### config.mk
export PLATFORM = sky130hd
export DESIGN_NAME = gjmi_mac
export DESIGN_NICKNAME = d
export VERILOG_FILES = /design/src/hdl/gjmi_pkg.sv /design/src/hdl/gjmi_mac.sv
export SDC_FILE = /design/constraint.sdc
export NUM_CORES = 2
export LEC_CHECK = 0
export ABC_CLOCK_PERIOD_IN_PS = 21300
export BUFFER_PORTS_ARGS = -buffer_cell sky130_fd_sc_hd__buf_2
export CAP_MARGIN = 20
export CORE_MARGIN = 1
export CORE_UTILIZATION = 60
export CTS_BUF_LIST = sky130_fd_sc_hd__clkbuf_8
export CTS_CLUSTER_SIZE = 20
export DETAILED_ROUTE_END_ITERATION = 6
export HOLD_SLACK_MARGIN = 0.15
export PLACE_DENSITY = 0.77
export RECOVER_POWER = 25
export SLEW_MARGIN = 10
export SYNTH_ARGS = -nofsm -noshare
export SYNTH_HDL_FRONTEND = slang
export SYNTH_SLANG_ARGS = --single-unit
### constraint.sdc
create_clock -name clk -period 21.3 [get_ports clk]
set_input_delay 2.13 -clock clk [delete_from_list [all_inputs] [get_ports clk]]
set_output_delay 2.13 -clock clk [all_outputs]
set_load 0.01 [all_outputs]
### src/hdl/gjmi_pkg.sv
`timescale 1ns / 1ps
// ----------------------------------------------------------------------------
// gjmi_pkg
// Shared constants and types for the Gauss-Jordan matrix inverter.
// ----------------------------------------------------------------------------
package gjmi_pkg;

  // Fixed-point format: signed Q.16 fraction.
  localparam int FRAC_BITS = 16;

  // Status codes carried with every result word.
  localparam logic [1:0] ST_OK     = 2'd0;
  localparam logic [1:0] ST_REUSED = 2'd1;
  localparam logic [1:0] ST_ZERO   = 2'd2;

  // Write enables of the two matrix stores.
  typedef struct packed {
    logic a;
    logic b;
  } mem_we_t;

endpackage

### src/hdl/gjmi_mac.sv
`timescale 1ns / 1ps
// ----------------------------------------------------------------------------
// gjmi_mac
// Two-stage fixed-point multiply added to or subtracted from a scaled base,
// with rounding half away from zero and saturation.
// ----------------------------------------------------------------------------
module gjmi_mac
  import gjmi_pkg::*;
#(
  parameter int DW = 32
) (
  input  logic                 clk,
  input  logic signed [DW-1:0] base,
  input  logic signed [DW-1:0] y,
  input  logic signed [DW-1:0] z,
  input  logic                 sub,
  output logic signed [DW-1:0] res
);

  localparam int PW = 2 * DW;
  localparam int SW = 2 * DW + 2;

  logic signed [PW-1:0] prod_q;
  logic signed [DW-1:0] base_q;
  logic                 sub_q;

  logic signed [SW-1:0] base_ext;
  logic signed [SW-1:0] prod_ext;
  logic signed [SW-1:0] sum;
  logic [SW-1:0]        mag;
  logic [SW-1:0]        rnd;
  logic                 neg;
  logic signed [DW-1:0] res_next;

  always_ff @(posedge clk) begin
    prod_q <= y * z;
    base_q <= base;
    sub_q  <= sub;
    res    <= res_next;
  end

  always_comb begin
    base_ext = SW'(base_q) <<< FRAC_BITS;
    prod_ext = SW'(prod_q);
    sum      = sub_q ? (base_ext - prod_ext) : (base_ext + prod_ext);
    neg      = sum[SW-1];
    mag      = neg ? SW'(-sum) : SW'(sum);
    rnd      = (mag + (SW'(1) << (FRAC_BITS - 1))) >> FRAC_BITS;
    if (neg) begin
      res_next = (rnd > (SW'(1) << (DW - 1))) ? {1'b1, {(DW-1){1'b0}}} : DW'(-rnd);
    end else begin
      res_next = (rnd > SW'({(DW-1){1'b1}})) ? {1'b0, {(DW-1){1'b1}}} : DW'(rnd);
    end
  end

endmodule

== Yosys cells after proc, flatten, opt, wreduce, memory -nomap -nowiden ==
Index checks and enable logic that the tools add are counted.

* $add $sub $neg: 5
* Multipliers: 1
* Divide/modulo/power cells: 0
* $lt $le $gt $ge: 2
* Equal/unequal tests: 0
* Shifts and indexed selects: 0
* Muxes and demuxes: 5
* Bitwise gates (word level): 0
* Reductions and logical operators: 0

{| class="wikitable"
|+ Operator list
! cell !! number
|-
| 66-bit two-way mux || 2
|-
| 32-bit two-way mux || 3
|-
| 66-bit by 16-bit adder with 66-bit output (second input constant) || 1
|-
| 66-bit negator || 1
|-
| 48-bit by 64-bit adder with 65-bit output || 1
|-
| 48-bit by 64-bit subtractor with 65-bit output || 1
|-
| 32-bit by 32-bit multiplier with 64-bit output || 1
|-
| 50-bit by 31-bit > comparator with 1-bit output (second input constant) || 1
|-
| 50-bit by 32-bit > comparator with 1-bit output (second input constant) || 1
|-
| 32-bit negator || 1
|}

* Bits in registers: 129
* Latch bits: 0
* RAM bits: 0
* Memory bits (read-only): 0
* Bits of input ports: 98
* Output and inout bits: 32
* Logic and storage cells: 17
* Memories kept: 0

== Depth between registers and ports, before layout ==
* Word-level depth: 8
* Gate-level depth with buffers: 38
* Mapped depth without buffers: 37

== Worst setup path after synthesis ==
Ideal clock, no wire load.

* Kind: input port to flip-flop
* From: input port y[15]
* To: register prod_q[62]
* Library setup time: 0.127 ns
* Data arrival time: 10.504 ns
* Required time: 21.173 ns
* Path slack: 10.669 ns
* Stages: 36
* Path buffers: 1
* Cells stage by stage: clkbuf_1 -> nand2_1 -> fa_1 -> inv_1 -> fa_1 -> inv_1 -> fa_1 -> inv_1 -> fa_1 -> inv_1 -> fa_1 -> inv_1 -> fa_1 -> fa_1 -> fa_1 -> ha_1 -> a21oi_1 -> o221ai_1 -> a21oi_1 -> o21ai_0 -> a211o_1 -> a31oi_1 -> o21a_1 -> o31ai_1 -> a2111o_1 -> o2111ai_1 -> nand3_1 -> a41o_1 -> a221o_1 -> and3_1 -> o21ai_0 -> nand2b_1 -> a21oi_1 -> o21ba_2 -> o21ai_0 -> xor2_1

* Word-level cells in the longest chain between the ends: 1

{| class="wikitable"
|+ RTL lines
! element !! line !! text
|-
| from (decl) || gjmi_mac.sv:14 || <nowiki>input logic signed [DW-1:0] y,</nowiki>
|-
| 32-bit by 32-bit multiplier with 64-bit output || gjmi_mac.sv:36 || <nowiki>prod_q <= y * z;</nowiki>
|-
| to (signal assigned) || gjmi_mac.sv:36 ||
|-
| to (decl) || gjmi_mac.sv:23 || <nowiki>logic signed [PW-1:0] prod_q;</nowiki>
|}

Every way passes these cells.

== Worst setup path in the final report ==
* From: input port z[0]
* To: register prod_q[62]

* Word-level cells in the longest chain between the ends: 1

{| class="wikitable"
|+ RTL lines
! element !! line !! text
|-
| from (decl) || gjmi_mac.sv:15 || <nowiki>input logic signed [DW-1:0] z,</nowiki>
|-
| 32-bit by 32-bit multiplier with 64-bit output || gjmi_mac.sv:36 ||
|}

Every way passes these cells.

==> out/qor.csv <==
metric;value;unit
status;complete, but fails checks;
Starting DRT DRC Count;3840;
most frequent cells in the layout;1,217 x inv_1, 1,082 x fa_1, 904 x nand2_1;
HP Class;reg2reg;
largest fanout on the critical path;32;
fin crit period;11.77;ns
final setup skew;0.0295;ns
postcts setup bufs;0;
ys async rst share;0;%
worst slew pin tran;1.77;ns
GRT Util Overall;35.8;%
Syn Nets;7380;
Port Buffers;129;
Resized Gates After CTS;0;
CP peak stage delay;1.25;ns
# IOs;130;
DR DRC count;0;
Routed Antenna Nets;0;
routed via count;41600;
unrepaired setup endpoints after global routing;false;
Post-CTS Hold Buffers;0;
# setup viols final;0;
Die Width;291;um
CTS Sinks;129;
Crit path arrival time;12.22;ns
Area Overhead vs Synth;3.18;%
CP Launch Type;primary input;
Mapped Cells;5915;
Mapped Avg Cell Area;8.47;sq um
fmax;0.0849;GHz
most common cell after layout, fill and taps aside;inv_1;
Initial Util;60.8;%
Worst Setup End Kind;flip-flop;
period utilisation layout;55.3;%
Layout Nets;7284;
TNS Setup;0;ns
Yosys Warn Count;0;
critical path's slowest cell;clkbuf_1;
synthesized area;50100;sq um
Yosys cell types;103;
CTS root buffer;clkbuf_8;
Hold Violations, Final;0;
share of layout cells above drive strength 1;4.66;%
CTS tree;built;
total CTS buffers;17;
vias per cell;6.02;
antenna violations before repair;9;
FP Rows;105;
first-pass GRT wire length;236000;um
global route overflow;0;
CP dominant cell by count;fa_1;
Post-synth EDFFs;0;
htree depth;4;
crit path kind;in2reg;
RD Place Congestion;0.986;
synthesized flop and latch total;129;
WL final;145000;um
Seq/Total Area, Yosys;5.16;%
failing checks;max-capacitance violations, max-slew violations;
DR WL/cell;21.0;um
relative slew slack;-18.2;%
Detailed Place HPWL;113000;um
fin. max-slew vios;33;
Hold WS;1.41;ns
Clk pin slew, worst setup/hold paths;0.08;ns
Worst EP required;21.75;ns
Core Area;82400;sq um
First-pass DRT Iterations;5;
Die Y;291;um
Main synth FF type;dfxtp_1;
vias in the first global route;43700;
largest net degree at the start of global routing;74;
worst skew pair latency;0.58;ns
Die ar.;84600;sq um
Bufs on Longest Clock Path;2;
max_cap viols;1;
[per-layer routing]
layer,vias up,global-route usage (%),part of all wire (%)
met5,-,0,0.044
met4,10,16.4,5.2
met3,463,7.06,10
met2,2222,58.6,46
met1,20700,46.2,38
li1,18200,-,-
[cells in the mapped netlist, types with 16 or more instances]
library cell | n | share of area, %
o211ai_1 | 34 | 0.51
a21o_1 | 60 | 0.90
nor4_1 | 54 | 0.67
inv_1 | 1216 | 9.1
nor3_1 | 74 | 0.74
a31oi_1 | 36 | 0.45
xnor2_1 | 150 | 2.6
xor2_1 | 49 | 0.86
nand3_1 | 81 | 0.81
clkbuf_1 | 245 | 1.8
buf_2 | 32 | 0.32
or2_2 | 18 | 0.22
nor2b_1 | 18 | 0.22
o21ai_0 | 111 | 1.1
fa_1 | 1083 | 43
nand2b_1 | 54 | 0.67
or3_1 | 24 | 0.30
a21oi_1 | 247 | 2.5
and3_1 | 26 | 0.32
ha_1 | 284 | 7.1
nor2_1 | 199 | 1.5
nand4_1 | 56 | 0.70
mux2i_1 | 16 | 0.32
o21bai_1 | 38 | 0.57
a211oi_1 | 31 | 0.46
o31ai_1 | 38 | 0.57
o21a_1 | 21 | 0.31
dfxtp_1 | 129 | 5.2
and2_1 | 288 | 3.6
nand2_1 | 904 | 6.8
[cell families after synthesis]
logic type	count (synthesis)	synth area share (%)
buf+inv	1508	11.4
fa+ha+maj	1367	50.4
compound gates	803	10.8
mux	19	0.387
flops	129	5.16
xor+xnor	199	3.48
simple gates	1890	18.3
[layout make-up]
cell class | instances | area, sq um
Sequential cell | 129 | 2590
Multi-Input combinational cell | 4278 | 41800
Antenna cell | 4 | 10.0
Timing Repair Buffer | 175 | 988
Fill cell | 7141 | 30700
Tap cell | 1070 | 1340
Clock buffer | 17 | 234
Inverter | 1218 | 4570
Clock inverter | 15 | 159
[final timing paths]
check,start,endpoint,slack [ns],cells after the start
max,z[0],prod_q[62]$_DFF_P_,9.53,35
min,prod_q[15]$_DFF_P_,res[0]$_DFF_P_,1.41,7
max reg2reg,prod_q[16]$_DFF_P_,res[8]$_DFF_P_,12.59,29
min reg2reg,prod_q[15]$_DFF_P_,res[0]$_DFF_P_,1.41,7
[registers in the layout, indices dropped and copies added (netlist names)]
| register | count |
|---|---|
| prod_q | 64 |
| res | 32 |
| sub_q | 1 |
| base_q | 32 |
[per-stage QoR]
stage                     util, %  worst slack [ns]  area [sq um]  instances
after floorplan                 -             10.67         50100       5915
after global placement       62.2              9.46         51200       6867
after detailed placement     62.2              9.32         51200       6867
after CTS                    62.7              9.95         51600       6899
after global routing         62.7              9.30         51700       6904
final                        62.7              9.53         51700       6906
[critical path, delay by kind of cell]
kind	cells	cell delay [ns]
buffers and inverters	5	1.45
AO/OA/AOI/OAI	16	3.64
XOR/XNOR	1	0.15
AND/OR/NAND/NOR	4	0.69
adder cells (fa/ha/maj)	9	4.13
Power is left out: the tool's default activity adds up to more than one toggle a clock period on the data nets, which glitch-free logic cannot reach.
