===== src/hdl/gjmi_pkg.sv =====
`timescale 1ns / 1ps
// ----------------------------------------------------------------------------
// gjmi_pkg
// Shared constants and types for the Gauss-Jordan matrix inverter.
// ----------------------------------------------------------------------------
package gjmi_pkg;

  // Fixed-point format: signed Q.16 fraction.
  localparam int FRAC_BITS = 16;

  // Status codes carried with every result word.
  localparam logic [1:0] ST_OK     = 2'd0;
  localparam logic [1:0] ST_REUSED = 2'd1;
  localparam logic [1:0] ST_ZERO   = 2'd2;

  // Write enables of the two matrix stores.
  typedef struct packed {
    logic a;
    logic b;
  } mem_we_t;

endpackage


===== src/hdl/gjmi_recip.sv =====
`timescale 1ns / 1ps
// ----------------------------------------------------------------------------
// gjmi_recip
// Bit-serial restoring divider forming the saturated fixed-point reciprocal.
// ----------------------------------------------------------------------------
module gjmi_recip
  import gjmi_pkg::*;
#(
  parameter int DW = 32
) (
  input  logic                 clk,
  input  logic                 rst,
  input  logic                 start,
  input  logic signed [DW-1:0] divisor,
  output logic                 done,
  output logic signed [DW-1:0] quotient
);

  localparam int QW   = 2 * FRAC_BITS + 1;
  localparam int CNTW = $clog2(QW + 1);
  localparam int RW   = DW + 1;
  localparam int SW   = QW + DW;

  logic            busy;
  logic [CNTW-1:0] cnt;
  logic [DW-1:0]   rem;
  logic [DW-1:0]   dv;
  logic [QW-1:0]   q;
  logic            neg;

  logic          num_bit;
  logic [RW-1:0] shifted;
  logic          fits;
  logic [SW-1:0] q_ext;
  logic [SW-1:0] max_pos;
  logic [SW-1:0] max_neg;

  // The numerator is a lone one in its top bit.
  assign num_bit = (cnt == CNTW'(QW));
  assign shifted = {rem, num_bit};
  assign fits    = (shifted >= {1'b0, dv});

  always_ff @(posedge clk) begin
    if (rst) begin
      busy <= 1'b0;
      done <= 1'b0;
      cnt  <= '0;
    end else begin
      done <= busy && (cnt == CNTW'(1));
      if (start) begin
        busy <= 1'b1;
        cnt  <= CNTW'(QW);
        rem  <= '0;
        q    <= '0;
        neg  <= divisor[DW-1];
        dv   <= divisor[DW-1] ? DW'(-divisor) : DW'(divisor);
      end else if (busy) begin
        rem <= fits ? DW'(shifted - {1'b0, dv}) : DW'(shifted);
        q   <= {q[QW-2:0], fits};
        cnt <= cnt - CNTW'(1);
        if (cnt == CNTW'(1)) begin
          busy <= 1'b0;
        end
      end
    end
  end

  assign q_ext   = SW'(q);
  assign max_pos = SW'({(DW-1){1'b1}});
  assign max_neg = SW'(1) << (DW - 1);

  always_comb begin
    if (neg) begin
      quotient = (q_ext > max_neg) ? {1'b1, {(DW-1){1'b0}}} : DW'(-q_ext);
    end else begin
      quotient = (q_ext > max_pos) ? {1'b0, {(DW-1){1'b1}}} : DW'(q_ext);
    end
  end

endmodule


===== config.mk =====
export PLATFORM = sky130hd
export DESIGN_NAME = gjmi_recip
export DESIGN_NICKNAME = d
export VERILOG_FILES = /design/src/hdl/gjmi_pkg.sv /design/src/hdl/gjmi_recip.sv
export SDC_FILE = /design/constraint.sdc
export NUM_CORES = 1
export LEC_CHECK = 0
export ABC_AREA = 1
export BUFFER_PORTS_ARGS = -buffer_cell sky130_fd_sc_hd__buf_2
export CAP_MARGIN = 20
export CELL_PAD_IN_SITES_DETAIL_PLACEMENT = 1
export CELL_PAD_IN_SITES_GLOBAL_PLACEMENT = 2
export CORE_UTILIZATION = 35
export CTS_BUF_LIST = sky130_fd_sc_hd__clkbuf_8
export CTS_CLUSTER_SIZE = 24
export DETAILED_ROUTE_END_ITERATION = 16
export PLACE_DENSITY_LB_ADDON = 0.1
export SYNTH_ARGS = -nofsm -noshare
export SYNTH_HDL_FRONTEND = slang
export SYNTH_SLANG_ARGS = --single-unit

===== constraint.sdc =====
create_clock -name clk -period 3.2 [get_ports clk]
set_input_delay 0.32 -clock clk [delete_from_list [all_inputs] [get_ports clk]]
set_output_delay 0.32 -clock clk [all_outputs]
set_load 0.02 [all_outputs]

* Word level (Yosys, flattened, before mapping)
Index checks and enable logic that the tools add are counted.
** Word-level totals
- Input bits :: 35
- Output and inout port bits :: 33
- Logic and storage cells :: 36
- Register bits after elaboration :: 106
** Cells by class
- Equality and inequality tests :: 2
- Order comparisons :: 3
- Add/subtract/negate cells :: 4
- Reduce and logical (&&, ||, !) cells :: 5
- Mux-type cells :: 12
- Bitwise gates (word level) :: 1
** Operators by type and width (count)
- 32-bit 2-to-1 mux :: 5
- 32-bit negator :: 2
- 33-bit by 32-bit >= comparator with 1-bit output :: 1
- 33-bit by 31-bit greater-than comparator with 1-bit output (second input constant) :: 1
- 33-bit by 32-bit greater-than comparator with 1-bit output (second input constant) :: 1
- 33-bit 2-to-1 mux :: 1
- 32-bit subtractor :: 1
- 31-bit 2-to-1 mux :: 1
- 6-bit 2-to-1 mux :: 2
- 6-bit by 1-bit equality test with 1-bit output (second input constant) :: 1
- 6-bit equality test (second input constant) :: 1
- 6-bit by 1-bit subtractor with 6-bit output (second input constant) :: 1
- 2-bit AND reduction :: 2
- 1-bit 2-to-1 mux :: 3
- 2-bit nonzero test :: 1
- 2-bit OR reduction :: 1
- 1-bit logical AND :: 1
- 1-bit inverter :: 1

* Longest topological paths before layout
Gate-level depths: netlist of run 1.
- Depth in word-level cells :: 4
- Depth in mapped cells :: 17
- Mapped depth without buffers :: 17

* Worst setup path before layout of run 1
No wires, ideal clock.
- Path kind :: input-to-reg
- Start point :: in start
- End point :: reg dv[0] (enable)
- Setup slack :: 345 ps
- Stages :: 4
- Library setup time :: 423 ps
- Buffers on the path :: 2
- Arrival time :: 2432 ps
- Data required time :: 2777 ps
- Cell sequence :: clkbuf_1 > clkinv_1 > clkbuf_1 > nor2_1
** Between the ends
- Longest elaborated chain between the ends :: 1
** Ends and longest elaborated chain
- start, declared :: line gjmi_recip.sv:13 : input logic start,
- 2-bit AND reduction (no source line)
- end signal, assigned :: line gjmi_recip.sv:56 : dv <= divisor[DW-1] ? DW'(-divisor) : DW'(divisor);
- end, declared :: line gjmi_recip.sv:27 : logic [DW-1:0] dv;
No other way between the ends.
A chain may end at the register's enable or synchronous reset.

* Worst setup path after layout of run 1
- Start point :: reg q[1]
- End point :: out quotient[29]
** Between the ends
- Longest elaborated chain between the ends :: 3
- Elaborated cells on any way between the ends :: 6
- Those cells by class :: add/sub: 1; order compare: 2; mux: 3
** Ends and longest elaborated chain
- start, declared :: line gjmi_recip.sv:28 : logic [QW-1:0] q;
- start signal, assigned :: line gjmi_recip.sv:59 : q <= {q[QW-2:0], fits};
- 32-bit negator, or another cell as far along :: line gjmi_recip.sv:74 : quotient = (q_ext > max_neg) ? {1'b1, {(DW-1){1'b0}}} : DW'(-q_ext);
- 32-bit 2-to-1 mux, on equally long branches :: line gjmi_recip.sv:74, gjmi_recip.sv:76
- 32-bit 2-to-1 mux (*) :: line gjmi_recip.sv:73 : if (neg) begin
- end, declared :: line gjmi_recip.sv:16 : output logic signed [DW-1:0] quotient
Every way passes the cells marked *; elsewhere a longest branch is shown, timed or not.

==> results.yml, run 1 <==
grt:
  gr-usage-met2_pct: 35.5
  grt_pass1_vias: 8672
  grt_util_met1_pct: 35.0
  grt_pass1_wl_microns: 47300
  grt_overflow_total: 0
  grt_max_degree: 43
  top_usage_layer: "met2"
  antenna_found_initial: 0
  gr-usage-all-layers_pct: 23.1
  met3_usage_pct: 2.45
synth:
  syn_avg_cell_area_sq_um: 6.67
  synth.top_cell.area_share_pct: 31.9
  synth_area_leaders: "edfxtp_1, nand2_1, inv_1, nor2_1, ha_1"
  yosysWarningCount: 0
  synth_fa_ha_area_share_pct: 5.23
  synth_flop_cell: "edfxtp_1"
  seq_area_frac_synth_pct: 33.6
  synth_nets: 1456
  ys_seq_elements: 106
  synthSimpleGateAreaFrac_pct: 41.0
  synth_top_family_by_area: "simple AND/OR/NAND/NOR gates"
  synth_cell_type_count: 43
  muxShareOfSynthArea_pct: 0
  synth-xor-area-share_pct: 5.22
  synthArstFlopShare_pct: 0
  synth_compound_area_share_pct: 3.25
  yosys.area.top_type: "edfxtp_1"
  syn_inst: 1383
  synth_area_sq_um: 9230
  synth_edf_count: 98
cts:
  cts_num_sinks: 106
  cts_tree: "built"
  clock_path_buffers: 2
  cts-buffers-inserted: 9
  clk_latency_ns: 0.40
  root_buffer: "clkbuf_8"
  clk_pin_slew_ns: 0.13
  htree_levels: 3
timing:
  finClkSkew_ns: 0.0221
  clock.fmax_mhz: 333
  fin_ws_ns: 0.200
  relSlewSlack_pct: 60.0
  whs_ns: 0.126
  hold_viol_final: 0
  tns_ns: 0
  finalSetupViolCount: 0
  fin_crit_ns: 3.00
  finalCritPeriodShare_pct: 93.7
  rsz0062_at_grt: "no"
  worst_pin_slew_ns: 0.599
  finalMaxSlewViolations: 0
cells_and_area:
  antenna_cells: 0
  nNetsFinal: 1523
  fin_cells: 1790
  drive_gt1_share_pct: 11.8
  final_util_pct: 39.3
  area_growth_pct: 10.7
critical_path:
  cp-end-kind: "output port"
  startpoint_type: "register"
  required_ns: 2.88
  arrival_ns: 2.68
  r2r-start: "cnt[1]$_SDFFE_PP0P_"
  worst-setup-path-type: "register to output port"
  crit_fanout: 5
  startpoint: "q[1]$_SDFFCE_PP0P_"
place:
  dp_slack_ns: 0.282
  portBuffers: 67
  dp.cells: 1770
  dp_hpwl_microns: 24200
  gp_congestion: 0.842
floorplan:
  chipHeight_microns: 164
  die-area_sq_um: 27000
  chipWidth_microns: 164
  num_io_pins: 68
  core_area_sq_um: 26000
  start_util_pct: 35.5
  rows: 59
power_and_ir_drop:
  power.density_nw_per_um2: 417
  ir_drop_v: 0.000261
  leakagePower_nw: 5.04
hold_path:
  min-delay-start: "rst"
  hold_path_class: "primary input to register"
run:
  maxCapViolCount: 0
drt:
  routed_via_density: 4.87
  postRouteAntennaNets: 0
  wl_per_cell_microns: 16.8
  drt-initial-drc-count: 523
  num_vias: 8716
  route.detailed.drc: 0
  totalWireLength_microns: 30000
  dr.pass1.iters: 5
status:
  status: "completed"
-- power by group --
| part | switching [W] | internal, W |
|---|---|---|
| combinational | 0.00111 | 0.000521 |
| sequential | 0.0000769 | 0.00166 |
| clock | 0.000564 | 0.000324 |
| total | 0.00175 | 0.00251 |
-- cell families after synthesis --
kind of cell / Yosys count
AOI/OAI and AO/OA: 53
xor gates and xnor gates: 55
DFF: 106
buffers and inverters: 272
adders and majority gates: 38
and+or+nand+nor: 859
-- cell type report --
class | count | area [sq um]
Clock buffer | 10 | 138
Sequential cell | 106 | 3100
Tap cell | 335 | 419
Fill cell | 3426 | 15800
Inverter | 247 | 932
Timing Repair Buffer | 80 | 470
Clock inverter | 6 | 52.6
Multi-Input combinational cell | 1006 | 5100
-- registers in the layout, indices dropped and copies added, names as in the netlist --
| signal | flops |
|---|---|
| q | 33 |
| dv | 32 |
| rem | 32 |
| cnt | 6 |
| busy | 1 |
| done | 1 |
| neg | 1 |
-- per-stage QoR --
stage	instance area, sq um	total power (W)
after floorplan	9230	0.00289
after global placement	9930	0.00337
after detailed placement	9930	0.00339
after CTS	10200	0.00430
after global routing	10200	0.00455
final	10200	0.00426
-- synthesized netlist by cell type (2+ instances only) --
master / n
xnor2_1: 14
o31ai_1: 4
and2_1: 7
dfxtp_1: 8
clkinv_1: 2
nand3_1: 90
buf_4: 3
a21oi_1: 23
nor4_1: 2
inv_2: 10
nand4_1: 24
nand3_2: 2
nand3b_1: 28
buf_2: 5
nor2_4: 3
o21ai_0: 19
nand2_8: 2
ha_1: 37
or2_2: 2
nor3_1: 20
nand2_4: 2
nor3_2: 3
clkbuf_1: 12
nand2_2: 7
buf_6: 4
a31oi_1: 2
nor2_2: 32
nand2_1: 448
a21o_1: 2
inv_1: 234
xor2_1: 41
edfxtp_1: 98
nor2_1: 183
-- placed cells by master, fill, tap and decap left out, types with 28 or more instances in the layout --
| cell | n |
|---|---|
| nand2_1 | 447 |
| inv_1 | 233 |
| nor2_1 | 182 |
| edfxtp_1 | 98 |
| nand3_1 | 88 |
| buf_2 | 67 |
| xor2_1 | 41 |
| ha_1 | 37 |
| nor2_2 | 32 |
| nand3b_1 | 28 |
-- path summary, 6_finish.rpt --
path	end	slack [ns]	cells after the start
worst max-delay path	quotient[29]	0.20	9
worst min-delay path	cnt[0]$_SDFFE_PP0N_	0.13	2
worst max register to register	rem[28]$_SDFFCE_PP0P_	0.28	16
worst min register to register	done$_SDFF_PP0_	0.50	2
-- layer usage --
metal	up-vias	routed length [microns]
met5	-	0
met4	0	238
met3	19	1010
met2	137	12800
met1	4122	16000
li1	4438	-
-- what timing repair did --
item                                    4_1_cts  5_1_grt
hold buffers                                  0        0
cloned                                        1        0
hold endpoints to repair                      0        0
setup buffers                                 2        1
endpoints found under the setup margin       24       31
pin swaps                                     1        1
gates resized for setup                       1        6
-- worst max-delay path, cell delays in order, from the launching register on --
cell      delay (ns)
edfxtp_1        0.46
nor3_1          0.30
nand2_1         0.13
nor2_2          0.31
nand3_1         0.30
nor2_2          0.27
xor2_1          0.18
nand2_1         0.07
nand3_1         0.10
buf_2           0.18
No activity file was read; power rests on OpenSTA's default activity.
==> run 2, diff against run 1 <==
Settings changed: CORE_ASPECT_RATIO set to 0.5, PLACE_DENSITY_LB_ADDON 0.1 to 0.3.
==> run 2 against run 1 <==
Against the previous run:
- count of clock-buffer cells in the layout down 1
- flip-flop and latch count unchanged
- clock skew down 0.0084 ns
- sequential power about the same
- utilization up 0.40 points
- worst hold slack worse by 0.021 ns
- worst setup slack better by 0.0094 ns
- clock power down 9.0%
==> results.yml, run 2 (same netlist as run 1, synthesis figures left out) <==
drt:
  route.detailed.drc: 0
  postRouteAntennaNets: 0
  num_vias: 8732
  wl_per_cell_microns: 16.5
  drt-initial-drc-count: 438
  routed_via_density: 4.86
  totalWireLength_microns: 29500
  dr.pass1.iters: 5
critical_path:
  required_ns: 2.88
  cp-end-kind: "output port"
  worstRegToRegCells: 16
  startpoint_type: "register"
  rrSetupSlack_ns: 0.40
  arrival_ns: 2.67
  crit_fanout: 5
  worst-setup-path-type: "register to output port"
power_and_ir_drop:
  ir_drop_v: 0.000191
  p_int_w: 0.00246
  switchingPower_w: 0.00170
  power.density_nw_per_um2: 410
  p_clk_share_pct: 19.4
  p_seq_share_pct: 41.9
  switching_share_pct: 40.9
  leakagePower_nw: 5.00
  combinationalPowerShare_pct: 38.7
  total_power_w: 0.00416
cts:
  cts_tree: "built"
  htree_levels: 3
  cts_num_sinks: 106
  root_buffer: "clkbuf_8"
  clk_pin_slew_ns: 0.10
  clock_path_buffers: 2
  cts-buffers-inserted: 9
  clk_latency_ns: 0.43
grt:
  grt_max_degree: 36
  grt_pass1_vias: 8873
  antenna_found_initial: 0
  grt_pass1_wl_microns: 46900
  grt_overflow_total: 0
  gr-usage-all-layers_pct: 22.7
timing:
  finClkSkew_ns: 0.0137
  clock.fmax_mhz: 334
  fin_crit_ns: 2.99
  worst_pin_slew_ns: 0.996
  tns_ns: 0
  relSlewSlack_pct: 33.4
  finalCritPeriodShare_pct: 93.5
  finalMaxSlewViolations: 0
  finalSetupViolCount: 0
  rsz0062_at_grt: "no"
  hold_viol_final: 0
cells_and_area:
  n_fill_cell: 3390
  fin_cells: 1795
  final_cell_mix: "nand2_1, inv_1, nor2_1"
  antenna_cells: 0
  top_register: "q"
  drive_gt1_share_pct: 11.4
  final_common_cell: "nand2_1"
  multi_input_area_sq_um: 5070
  largest_reg_flops: 33
  area_growth_pct: 9.97
  nNetsFinal: 1520
  reg_top3: "q (33), dv (32), rem (32)"
  register_area_sq_um: 3100
floorplan:
  start_util_pct: 36.1
  chipWidth_microns: 232
  core_area_sq_um: 25500
  num_io_pins: 68
  rows: 41
  chipHeight_microns: 117
  die-area_sq_um: 27100
place:
  portBuffers: 67
  dp_hpwl_microns: 23600
  dp.cells: 1776
  gp_congestion: 0.878
hold_path:
  hold_path_class: "primary input to register"
  hold_depth: 1
status:
  status: "completed"
run:
  maxCapViolCount: 0
==> run 2: repair_timing <==
item	CTS	global route
gates resized for setup	4	3
buffers inserted	0	4
hold buffers	0	0
cloned	0	0
hold endpoints to repair	0	0
setup endpoints to repair	24	27
pin swaps	1	2
==> run 2: final cells by class <==
class,instances,share of cell area [%]
Clock buffer,9,1.22
Clock inverter,6,0.407
Inverter,247,9.19
Multi-Input combinational cell,1005,50.0
Sequential cell,106,30.6
Tap cell,344,4.24
Timing Repair Buffer,78,4.37
==> run 2: metal layers <==
layer  up-vias  part of all wire, %  track usage (%)
met5         -                    0                0
met4         0                  2.0             6.84
met3        38                  4.1             4.38
met2       139                   45             37.4
met1      4128                   49             30.3
li1       4427                    -                -
==> run 2: power groups by stage <==
stage | clock, W | combinational [W] | sequential, W
after global placement | 0 | 0.00156 | 0.00177
after global routing | 0.000891 | 0.00181 | 0.00176
final | 0.000808 | 0.00161 | 0.00174
after detailed placement | 0 | 0.00161 | 0.00177
after CTS | 0.000844 | 0.00161 | 0.00174
after floorplan | 0 | 0.00115 | 0.00174
==> run 2: final timing paths <==
kind / startpoint / to
worst max-delay path: q[0]$_SDFFCE_PP0P_ / quotient[29]
worst max register to register: cnt[1]$_SDFFE_PP0P_ / rem[30]$_SDFFCE_PP0P_
worst min register to register: busy$_SDFF_PP0_ / done$_SDFF_PP0_
worst min-delay path: divisor[0] / dv[0]$_DFFE_PP_
==> run 2: through the flow <==
step	worst slack [ns]	cell area, sq um	hold WS [ns]	util (%)
after detailed placement	0.377	9920	0.491	38.8
after floorplan	0.345	9230	0.389	-
after global routing	0.0203	10100	0.0681	39.7
after global placement	0.377	9920	0.492	38.8
after CTS	0.00717	10100	0.0719	39.5
final	0.209	10100	0.105	39.7
==> run 2: worst max-delay path: stages, from the launching register on <==
cell and delay [ns]:
edfxtp_1 0.40, buf_4 0.15, nor3_1 0.20, nand2_1 0.12
nor2_2 0.32, nand3_1 0.30, nor2_2 0.23, xor2_1 0.16
nand2_1 0.07, nand3_1 0.12, buf_2 0.18
==> run 3, diff against run 2 <==
Settings changed: CTS_BUF_LIST sky130_fd_sc_hd__clkbuf_8 to sky130_fd_sc_hd__clkbuf_8 sky130_fd_sc_hd__clkbuf_16.
==> run 3 against run 2 <==
Against the previous run:
- combinational power about the same
- total power up 6.9%
- largest power group unchanged
- wire length grew 0.19%
- flip-flop and latch count unchanged
- non-clock buffer count decreased by 2
==> results.yml, run 3 (same netlist as run 1, synthesis figures left out) <==
drt:
  wl_per_cell_microns: 16.5
  postRouteAntennaNets: 0
  route.detailed.drc: 0
  num_vias: 8741
  dr.pass1.iters: 5
  routed_via_density: 4.88
  drt-initial-drc-count: 417
  totalWireLength_microns: 29600
hold_path:
  hold_path_class: "primary input to register"
  hold_depth: 1
  min-delay-start: "divisor[0]"
  hold_path_end: "dv[0]$_DFFE_PP_"
cells_and_area:
  final_common_cell: "nand2_1"
  nNetsFinal: 1518
  largest_reg_flops: 33
  drive_gt1_share_pct: 11.2
  antenna_cells: 0
  reg_top3: "q (33), dv (32), rem (32)"
  final_cell_mix: "nand2_1, inv_1, nor2_1"
  area_growth_pct: 10.8
  n_fill_cell: 3378
  top_register: "q"
timing:
  finalCritPeriodShare_pct: 94.2
  hold_viol_final: 0
  finClkSkew_ns: 0.00810
  tns_ns: 0
  whs_ns: 0.151
  rsz0062_at_grt: "no"
  worst_pin_slew_ns: 1.00
  finalMaxSlewViolations: 0
  fin_crit_ns: 3.01
  fin_ws_ns: 0.186
  relSlewSlack_pct: 33.1
  clock.fmax_mhz: 332
  finalSetupViolCount: 0
cts:
  cts_num_sinks: 106
  cts_tree: "built"
  clk_pin_slew_ns: 0.07
  clock_path_buffers: 2
  clk_latency_ns: 0.38
  cts_hold_repair.buffers: 0
  cts-buffers-inserted: 9
  root_buffer: "clkbuf_16"
  htree_levels: 3
status:
  status: "completed"
critical_path:
  crit_chain: "inv_1 > nand3_1 > buf_4 > nand3_1 > buf_2"
  crit_family: "buffers and inverters"
  cp_common_cell: "nand3_1"
  startpoint_type: "register"
  r2r-end: "rem[28]$_SDFFCE_PP0P_"
  required_ns: 2.88
  rrSetupSlack_ns: 0.39
  critPathSlowestCell: "edfxtp_1"
  r2r-start: "cnt[1]$_SDFFE_PP0P_"
  path_buf_inv: 3
  worstRegToRegCells: 16
  cp-end-kind: "output port"
  arrival_ns: 2.69
  crit_path_max_incr_delay_ns: 0.62
  worst-setup-path-type: "register to output port"
  crit_fanout: 14
grt:
  grt_overflow_total: 0
  grt_max_degree: 36
  gr-usage-all-layers_pct: 22.7
  grt_pass1_wl_microns: 47000
  antenna_found_initial: 0
  grt_pass1_vias: 8865
floorplan:
  num_io_pins: 68
  core_area_sq_um: 25500
  chipWidth_microns: 232
  die-area_sq_um: 27100
  chipHeight_microns: 117
  rows: 41
  start_util_pct: 36.1
power_and_ir_drop:
  ir_drop_v: 0.000270
  power.density_nw_per_um2: 435
  leakagePower_nw: 5.04
place:
  dp_hpwl_microns: 23600
  gp_congestion: 0.878
  dp_slack_ns: 0.377
  portBuffers: 67
run:
  maxCapViolCount: 0
[run 3: cell types whose count changed in the layout (fill, tap and decap cells not counted)]
| cell | delta |
|---|---|
| nand3_1 | +2 |
| o21ai_0 | -1 |
| nand3_2 | -2 |
| o21ai_1 | +1 |
| clkbuf_16 | +9 |
| clkbuf_8 | -9 |
| buf_4 | -2 |
[run 3: power by group]
group          internal, W  total (W)  switching (W)
logic             0.000511    0.00161        0.00110
registers          0.00166    0.00174      0.0000820
clock network     0.000527    0.00109       0.000564
total              0.00270    0.00445        0.00175
[run 3: worst register-to-register path, stage by stage (launching register included)]
cell and delay, ns:
dfxtp_1 0.38, inv_1 0.08, ha_1 0.20, nand4_1 0.12
ha_1 0.16, inv_1 0.09, fa_1 0.46, nand3_1 0.15
nand3_1 0.21, nand2_1 0.13, nand3_1 0.10, nand2_1 0.15
nand2_1 0.08, nand2_1 0.07, nand2_1 0.04, nor2_1 0.09
nor2_1 0.05
[run 3: worst max path at each step]
stage | from | slack (ns) | endpoint | cells past startpoint
5_1_grt | q[12]$_SDFFCE_PP0P_ | 0.0005 | quotient[29] | 10
3_5_place_dp | q[0]$_SDFFCE_PP0P_ | 0.38 | quotient[23] | 11
2_1_floorplan | start | 0.35 | dv[0]$_DFFE_PP_ | 4
6_report | neg$_DFFE_PP_ | 0.19 | quotient[29] | 5
3_3_place_gp | q[0]$_SDFFCE_PP0P_ | 0.38 | quotient[23] | 11
4_1_cts | q[0]$_SDFFCE_PP0P_ | 0.03 | quotient[23] | 11
[run 3: through the flow]
stage | total power (W) | utilization [%] | instances | cell area (sq um)
floorplan | 0.00289 | - | 1383 | 9230
CTS | 0.00449 | 39.9 | 1791 | 10200
detailed placement | 0.00338 | 38.8 | 1776 | 9920
finish | 0.00445 | 40.0 | 1793 | 10200
global placement | 0.00333 | 38.8 | 1776 | 9920
global route | 0.00474 | 40.0 | 1793 | 10200
[run 3: timing repair]
item / in CTS / in global routing
pin swaps: 0 / 2
buffers inserted: 0 / 2
gates resized for setup: 1 / 5
setup endpoints to repair: 14 / 25
[run 3: final cells by class]
cell class,instances,area [sq um],area share (%)
flip-flops and latches,106,3100,30.4
clock buffers,9,225,2.20
clock inverters,6,41.3,0.404
repair buffers,76,428,4.19
inverters,247,932,9.12
multi-input cells,1005,5060,49.5
well taps,344,430,4.21
[run 3: per-layer routing]
layer	GRT usage, %	part of all wire [%]	wire length [microns]
met3	4.60	3.5	1020
met1	30.3	50	14800
met5	0	0	0
met2	37.7	45	13300
met4	6.32	1.8	525
